[config.mk]
export PLATFORM = sky130hd
export DESIGN_NAME = node_table_least_load_select_core
export DESIGN_NICKNAME = d
export VERILOG_FILES = /design/src/hw/rtl/ntls_pkg.sv /design/src/hw/rtl/node_table_least_load_select_core.sv
export VERILOG_INCLUDE_DIRS = /design/src /design/src/hw/rtl
export SDC_FILE = /design/constraint.sdc
export NUM_CORES = 2
export LEC_CHECK = 0
export BUFFER_PORTS_ARGS = -buffer_cell sky130_fd_sc_hd__buf_4
export CAP_MARGIN = 0
export CORE_MARGIN = 2
export CORE_UTILIZATION = 35
export CTS_CLUSTER_DIAMETER = 40
export DETAILED_ROUTE_END_ITERATION = 8
export PLACE_DENSITY = 0.56
export SLEW_MARGIN = 20
export SYNTH_ARGS = -nofsm -noshare
export SYNTH_HDL_FRONTEND = slang
export SYNTH_SLANG_ARGS = --single-unit
[constraint.sdc]
create_clock -name aclk -period 11.4 [get_ports aclk]
set_input_delay 1.14 -clock aclk [delete_from_list [all_inputs] [get_ports aclk]]
set_output_delay 1.14 -clock aclk [all_outputs]
set_load 0.005 [all_outputs]
[src/hw/rtl/assert_macros.svh]
// Assertion macros shared by the RTL
`ifndef ASSERT_MACROS_SVH
`define ASSERT_MACROS_SVH
// Property checked on every clock edge outside reset
`define ASSERT_CLK(label, prop, msg) \
    label: assert property (@(posedge aclk) disable iff (!aresetn) (prop)) else $error(msg);
// Implication whose consequent is checked in the cycle after the antecedent
`define ASSERT_NEXT(label, pre, post, msg) \
    label: assert property (@(posedge aclk) disable iff (!aresetn) (pre) |=> (post)) \
        else $error(msg);
`endif

[src/hw/rtl/ntls_pkg.sv]
// Package: types, codes and widths of the node table selector
package ntls_pkg;
    localparam int TableDepthDef = 16;
    localparam int InWidth  = 184;
    localparam int OutWidth = 192;

    typedef enum logic [2:0] {
        CMD_INIT = 3'd0, CMD_ADD = 3'd1, CMD_REMOVE = 3'd2, CMD_FIND = 3'd3,
        CMD_STATUS = 3'd4, CMD_HEARTBEAT = 3'd5, CMD_SELECT = 3'd6, CMD_LOAD = 3'd7
    } cmd_t;

    typedef enum logic [2:0] {
        ERR_OK = 3'd0, ERR_INVALID = 3'd1, ERR_FULL = 3'd2, ERR_EXISTS = 3'd3,
        ERR_NOTFOUND = 3'd4
    } err_t;

    typedef enum logic [2:0] {
        ST_IDLE, ST_READ, ST_CHECK, ST_SHIFT, ST_UPDATE, ST_OUT
    } state_t;

    typedef struct packed {
        logic [63:0] id;
        logic [1:0]  status;
        logic [31:0] load;
        logic [15:0] port;
        logic [63:0] stamp;
    } entry_t;
endpackage

[src/hw/rtl/node_table_least_load_select_core.sv]
// Top level: node membership table with least-load selection
//
// channel | dir | tdata                                                     | tuser
// s_      | in  | cmd,node_id,port,status_value,load_value,now (181 in 184) | -
// m_      | out | err,found,selected_id,entry_status,entry_load,entry_port,
//         |     | entry_heartbeat,entry_count (187 bits in 192)             | -
//
// One item at a time. Each command but init walks the table through the single read
// port of the entry memory, reading and then checking one entry at a time; a select
// walks every live entry, any other command stops its walk at a hit, and a remove
// then shifts one entry a cycle to close the gap.
// Reset empties the table at once (count cleared); the memory needs no clearing.
// A result waits in its output register; the next item is taken once it is gone.
`include "assert_macros.svh"
module node_table_least_load_select_core #(
    parameter int TABLE_DEPTH = ntls_pkg::TableDepthDef
) (
    input  logic                         aclk,
    input  logic                         aresetn,
    input  logic                         s_tvalid,
    output logic                         s_tready,
    // cmd[2:0] node_id[66:3] port[82:67] status_value[84:83] load_value[116:85]
    // now[180:117], zero fill above
    input  logic [ntls_pkg::InWidth-1:0] s_tdata,
    output logic                         m_tvalid,
    input  logic                         m_tready,
    // err[2:0] found[3] selected_id[67:4] entry_status[69:68] entry_load[101:70]
    // entry_port[117:102] entry_heartbeat[181:118] entry_count[186:182]
    output logic [ntls_pkg::OutWidth-1:0] m_tdata
);
    import ntls_pkg::*;

    localparam int IdxW = $clog2(TABLE_DEPTH);
    localparam int CntW = $clog2(TABLE_DEPTH + 1);

    entry_t mem [TABLE_DEPTH];
    entry_t rd_data;
    logic           wr_en;
    logic [IdxW-1:0] wr_addr, rd_addr;
    entry_t         wr_data;

    always_ff @(posedge aclk) begin
        if (wr_en) mem[wr_addr] <= wr_data;
        rd_data <= mem[rd_addr];
    end

    state_t state_reg, state_next;
    logic [CntW-1:0] count_reg, count_next, ptr_reg, ptr_next, idx_reg, idx_next;
    logic [63:0] self_reg, self_next;
    logic [2:0]  cmd_reg, cmd_next;
    logic [63:0] id_reg, id_next, now_reg, now_next;
    logic [15:0] port_reg, port_next;
    logic [1:0]  sv_reg, sv_next;
    logic [31:0] lv_reg, lv_next;
    logic        hit_reg, hit_next;
    logic        best_ok_reg, best_ok_next;
    logic [31:0] best_reg, best_next;
    logic [63:0] sel_reg, sel_next;
    entry_t      ent_reg, ent_next;
    logic        ovalid_reg, ovalid_next;
    logic [OutWidth-1:0] odata_reg, odata_next;
    logic [2:0]  err;
    logic        fnd;
    logic [63:0] osel;
    entry_t      oent;

    always_ff @(posedge aclk) begin
        if (!aresetn) begin
            state_reg  <= ST_IDLE;
            count_reg  <= '0;
            self_reg   <= '0;
            ovalid_reg <= 1'b0;
        end else begin
            state_reg  <= state_next;
            count_reg  <= count_next;
            self_reg   <= self_next;
            ovalid_reg <= ovalid_next;
        end
        ptr_reg <= ptr_next;  idx_reg <= idx_next;  cmd_reg <= cmd_next;
        id_reg <= id_next;    now_reg <= now_next;  port_reg <= port_next;
        sv_reg <= sv_next;    lv_reg <= lv_next;    hit_reg <= hit_next;
        best_ok_reg <= best_ok_next; best_reg <= best_next; sel_reg <= sel_next;
        ent_reg <= ent_next;  odata_reg <= odata_next;
    end

    assign s_tready = (state_reg == ST_IDLE) && !ovalid_reg;
    assign m_tvalid = ovalid_reg;
    assign m_tdata  = odata_reg;

    always_comb begin
        state_next = state_reg;   count_next = count_reg; self_next = self_reg;
        ptr_next = ptr_reg;       idx_next = idx_reg;     cmd_next = cmd_reg;
        id_next = id_reg;         now_next = now_reg;     port_next = port_reg;
        sv_next = sv_reg;         lv_next = lv_reg;       hit_next = hit_reg;
        best_ok_next = best_ok_reg; best_next = best_reg; sel_next = sel_reg;
        ent_next = ent_reg;       odata_next = odata_reg;
        ovalid_next = ovalid_reg && !m_tready;
        wr_en = 1'b0;  wr_addr = idx_reg[IdxW-1:0];  wr_data = ent_reg;
        rd_addr = ptr_reg[IdxW-1:0];
        err = ERR_OK;  fnd = 1'b0;  osel = '0;  oent = '0;
        case (state_reg)
            ST_IDLE: begin
                if (s_tvalid && s_tready) begin
                    cmd_next  = s_tdata[2:0];
                    id_next   = s_tdata[66:3];
                    port_next = s_tdata[82:67];
                    sv_next   = s_tdata[84:83];
                    lv_next   = s_tdata[116:85];
                    now_next  = s_tdata[180:117];
                    ptr_next  = '0;
                    hit_next  = 1'b0;
                    best_ok_next = 1'b0;
                    sel_next  = self_reg;
                    state_next = ST_READ;
                end
            end
            ST_READ: begin
                // issue read of entry ptr; data arrives next cycle
                if (cmd_reg == CMD_INIT || ptr_reg >= count_reg) begin
                    state_next = ST_UPDATE;
                end else begin
                    state_next = ST_CHECK;
                end
            end
            ST_CHECK: begin
                ptr_next = ptr_reg + 1'b1;
                state_next = ST_READ;
                if (cmd_reg == CMD_SELECT) begin
                    if (rd_data.status == 2'd0 && (!best_ok_reg || rd_data.load < best_reg))
                    begin
                        best_ok_next = 1'b1;
                        best_next = rd_data.load;
                        sel_next = rd_data.id;
                    end
                end else if (rd_data.id == id_reg) begin
                    hit_next = 1'b1;
                    idx_next = ptr_reg;
                    ent_next = rd_data;
                    state_next = ST_UPDATE;
                end
            end
            ST_SHIFT: begin
                // rd_data holds entry idx+1; write it to idx
                wr_en = 1'b1;
                wr_addr = idx_reg[IdxW-1:0];
                wr_data = rd_data;
                idx_next = idx_reg + 1'b1;
                rd_addr = ptr_reg[IdxW-1:0] + 1'b1;
                ptr_next = ptr_reg + 1'b1;
                if (ptr_reg + 1'b1 >= count_reg) begin
                    count_next = count_reg - 1'b1;
                    state_next = ST_OUT;
                end
            end
            ST_UPDATE: begin
                state_next = ST_OUT;
                case (cmd_reg)
                    CMD_INIT: begin
                        self_next = id_reg;
                        wr_en = 1'b1;  wr_addr = '0;
                        wr_data = '{id: id_reg, status: 2'd0, load: '0,
                                    port: port_reg, stamp: now_reg};
                        count_next = CntW'(1);
                    end
                    CMD_ADD: begin
                        if (count_reg >= CntW'(TABLE_DEPTH)) err = ERR_FULL;
                        else if (hit_reg) err = ERR_EXISTS;
                        else begin
                            wr_en = 1'b1;  wr_addr = count_reg[IdxW-1:0];
                            wr_data = '{id: id_reg, status: 2'd0, load: '0,
                                        port: port_reg, stamp: now_reg};
                            count_next = count_reg + 1'b1;
                        end
                    end
                    CMD_REMOVE: begin
                        if (id_reg == self_reg) err = ERR_INVALID;
                        else if (!hit_reg) err = ERR_NOTFOUND;
                        else if (idx_reg + 1'b1 >= count_reg) begin
                            count_next = count_reg - 1'b1;
                        end else begin
                            // prefetch entry idx+1, then compact
                            rd_addr = idx_reg[IdxW-1:0] + 1'b1;
                            ptr_next = idx_reg + 1'b1;
                            state_next = ST_SHIFT;
                        end
                    end
                    CMD_SELECT: ;
                    default: begin
                        if (!hit_reg) err = ERR_NOTFOUND;
                        else begin
                            fnd = 1'b1;
                            oent = ent_reg;
                            if (cmd_reg == CMD_STATUS) oent.status = sv_reg;
                            else if (cmd_reg == CMD_HEARTBEAT) oent.stamp = now_reg;
                            else if (cmd_reg == CMD_LOAD) oent.load = lv_reg;
                            wr_en = (cmd_reg != CMD_FIND);
                            wr_data = oent;
                        end
                    end
                endcase
                if (cmd_reg == CMD_SELECT && count_reg != '0) osel = sel_reg;
                odata_next = '0;
                odata_next[2:0]     = err;
                odata_next[3]       = fnd;
                odata_next[67:4]    = osel;
                odata_next[69:68]   = oent.status;
                odata_next[101:70]  = oent.load;
                odata_next[117:102] = oent.port;
                odata_next[181:118] = oent.stamp;
                odata_next[186:182] = 5'(count_next);
                if (state_next == ST_OUT) begin
                    ovalid_next = 1'b1;
                    state_next = ST_IDLE;
                end
            end
            ST_OUT: begin
                odata_next = '0;
                odata_next[186:182] = 5'(count_reg);
                ovalid_next = 1'b1;
                state_next = ST_IDLE;
            end
            default: state_next = ST_IDLE;
        endcase
    end

    `ASSERT_CLK(a_count_range, count_reg <= CntW'(TABLE_DEPTH), "count exceeds depth")
    `ASSERT_CLK(a_ready_idle, !(s_tready && ovalid_reg), "ready with result pending")
    `ASSERT_NEXT(a_accept_busy, s_tvalid && s_tready, state_reg == ST_READ,
        "accepted item did not start a walk")
    `ASSERT_NEXT(a_shift_cnt, state_reg == ST_SHIFT && state_next == ST_OUT,
        count_reg == $past(count_reg) - 1'b1, "remove did not shrink table")
endmodule
==> summary.md <==
| Metric | Value |
|---|---|
| Final setup viols | `0` |
| Period utilisation layout | `0.559` |
| Count of cell types in the netlist | `between 60 and 70` |
| Depth of the worst hold-timing path | `1` |
| Cells after DPL | `15400` |
| Antenna Nets Post-Route | `0` |
| Filler Cell Count | `approximately 38000` |
| Power density cells | `between 200 and 250 nW/um2` |
| Number of global-route vias before repair | `about 86000` |
| Die area | `between 400000 and 500000 um2` |
| First-pass GRT wire length | `a little over 600 mm` |
| Slew at the pin closest to its max-slew limit | `roughly 1200 ps` |
| Cell Area, Synth | `about 150000 um2` |
| Routed wire length | `~430 mm` |
| Initial antenna violation count | `14` |
| Core area | `roughly 420000 um2` |
| CP required | `~12000 ps` |
| Starting density of the core | `0.351` |
| Reg2Reg Depth | `12` |
| PortBufs | `roughly 370` |
| Fin Setup TNS | `0 ps` |
| Postcts setup bufs | `0` |
| Routed wire per std cell | `26.7 um` |
| Commonest cells after routing, fill and taps aside | `3502 x edfxtp_1, 2200 x nand2_1, 841 x mux2i_1` |
| Leakage power | `around 63 nW` |
| Setup crit end kind | `register` |
| Total CTS buffers | `458` |
| Post-DP HPWL | `about 230 mm` |
| Grt total ovfl | `0` |
| FF/Latch Area | `110000 um2` |
| CTS root buf | `clkbuf_16` |
| Top post-synthesis cells by area | `edfxtp_1 71%, mux2i_1 5.7%, nand2_1 5.6%` |
| Main flop type after synthesis | `edfxtp_1` |
| Worst vdd ir | `about 0.14 mV` |
| Largest net degree at the start of global routing | `around 180` |
| Via density | `about 5.4` |
| Share of the synthesized area in the top cell type | `0.713` |
| Fin worst setup slack | `between 5000 and 6000 ps` |
| Synth async-reset ratio | `0` |
| Ports | `between 300 and 400` |
| Final std cells w/o fill | `16300` |
| Register bit total from synthesis | `3753` |
| Slew Limit Fails | `0` |
| Syn Inst Count | `between 9000 and 10000` |
| Num rows | `approximately 240` |
| Post-synth EDFFs | `approximately 3500` |
| Rel. slew slack | `0.193` |
| Placer Congestion | `about 0.82` |
| Worst setup path class | `reg -> reg` |
| Final Hold Fails | `0` |
| Final nets | `around 11000` |
| Layout overhead on the synthesized area | `17.2%` |
| Largest register FFs | `~2800` |
| Post-cts resize count | `0` |
| Yosys warns | `0` |
| Multi-input gate area | `34700 um2` |
| Hold crit path type | `in -> reg` |
| Synth area leader | `edfxtp_1` |
| Share of layout cells above drive strength 1 | `0.153` |
| Die X | `around 650 um` |
| DRT iter0 DRCs | `between 8000 and 9000` |
| Setup WS pre-CTS | `roughly 5000 ps` |
| DRT Pass-1 Iters | `6` |
| RSZ-0062 raised after global routing | `no` |
| Crit path DAT | `between 7000 and 8000 ps` |
| CTS H-Tree Depth | `5` |
| Status | `finished clean` |
| Worst-case clock buffer depth | `4` |
| Clk sinks | `approximately 3800` |
| Die height | `about 650 um` |
| CTS clock-pin slew for the worst setup and hold paths | `60 ps` |
| Fin crit period | `6370 ps` |
| Worst-Skew Late Latency | `a little over 1000 ps` |
| Hold-fix buffers at CTS | `0` |
| DRC | `0` |
| GRT Overall Usage | `0.196` |
| Most common cell after layout, fill and taps aside | `edfxtp_1` |
| Fmax achieved | `0.157 GHz` |
| Vias | `~87000` |
| Syn_area_per_cell | `roughly 15 um2` |
| Most flops, register | `mem` |
| Max-cap violations | `0` |
| Final core utilization | `0.412` |
| Sequential element share of the synthesized area | `0.747` |
| Startpoint Class | `register` |
| Setup Skew | `around 130 ps` |
| TritonCTS clock tree | `done` |
| CP Max Fanout | `137` |
## routing by layer
metal  up-vias  routed length, um  global-route usage
li1      38200                  -                   -
met1     44900             175000               0.252
met2      3236             213000               0.334
met3       759              26600              0.0262
met4         2              19800              0.0831
met5         -                 13                   0
## synth_stat cells (26+ instances only)
| cell type | number |
|---|---|
| inv_1 | 78 |
| nor2_1 | 59 |
| nand2_1 | 2206 |
| buf_2 | 162 |
| a221o_1 | 120 |
| buf_1 | 33 |
| nor3_1 | 26 |
| edfxtp_1 | 3502 |
| a22oi_1 | 207 |
| mux2_2 | 104 |
| and3_1 | 475 |
| nand4_1 | 28 |
| nor3_2 | 50 |
| ha_1 | 51 |
| o22ai_1 | 63 |
| mux2_4 | 80 |
| o21ai_0 | 82 |
| o32ai_1 | 120 |
| xnor2_1 | 70 |
| and2_1 | 85 |
| clkbuf_1 | 348 |
| a31oi_1 | 240 |
| buf_4 | 40 |
| a21oi_1 | 313 |
| a222oi_1 | 33 |
| dfxtp_1 | 251 |
| mux2i_1 | 841 |
| xor2_1 | 67 |
## stage by stage
| step | cell area (um2) | hold slack (ps) | total power (W) |
|---|---|---|---|
| after CTS | 173000 | 243 | 0.0372 |
| after detailed placement | 157000 | 419 | 0.0222 |
| after floorplan | 148000 | 409 | 0.0202 |
| after global placement | 157000 | 415 | 0.0222 |
| final | 173000 | 328 | 0.0370 |
| after global routing | 173000 | 282 | 0.0382 |
## critical path, stage by stage, from the launching register on
cell,delay [ps]
edfxtp_1,480
xor2_1,220
nor4_1,800
nand4_1,320
nor4_4,830
or2_1,430
mux2i_1,220
o21ai_4,150
buf_4,630
buf_12,620
nand2_4,720
a21oi_1,500
nor3_2,80
## where the power goes
group | switching [W] | internal (W) | total (W)
logic | 0.00343 | 0.00195 | 0.00538
registers | 0.000745 | 0.0159 | 0.0166
clock network | 0.00602 | 0.00899 | 0.0150
total | 0.0102 | 0.0268 | 0.0370
## worst paths after layout
| kind | startpoint | endpoint | slack (ps) |
|---|---|---|---|
| hold / removal | s_tdata[99] | lv_reg[14] | 330 |
| setup reg to reg | id_reg[41] | rd_data[39] | 5030 |
| hold reg to reg | rd_data[76] | ent_reg[76] | 400 |
| setup / recovery | id_reg[41] | rd_data[39] | 5030 |
## cell type report
type	count	share of cell area
flip-flops and latches	3753	0.637
multi-input cells	5443	0.201
clock buffers	553	0.0703
well taps	5520	0.0399
repair buffers	588	0.0281
clock inverters	318	0.0223
inverters	81	0.00176
diodes	5	0.0000723
## cells by family (layout without fill, tap and decap cells)
family          Yosys count  in the layout  synth area share
buf+inv                 682           1540            0.0207
compound gates         1228           1228            0.0571
simple gates           2994           2994            0.0896
flops                  3753           3753             0.747
other cells               1             10         0.0000254
xor+xnor                137            137           0.00813
fa+ha+maj                51             51           0.00433
mux                    1028           1028            0.0734
No activity file was read; power rests on OpenSTA's default activity.
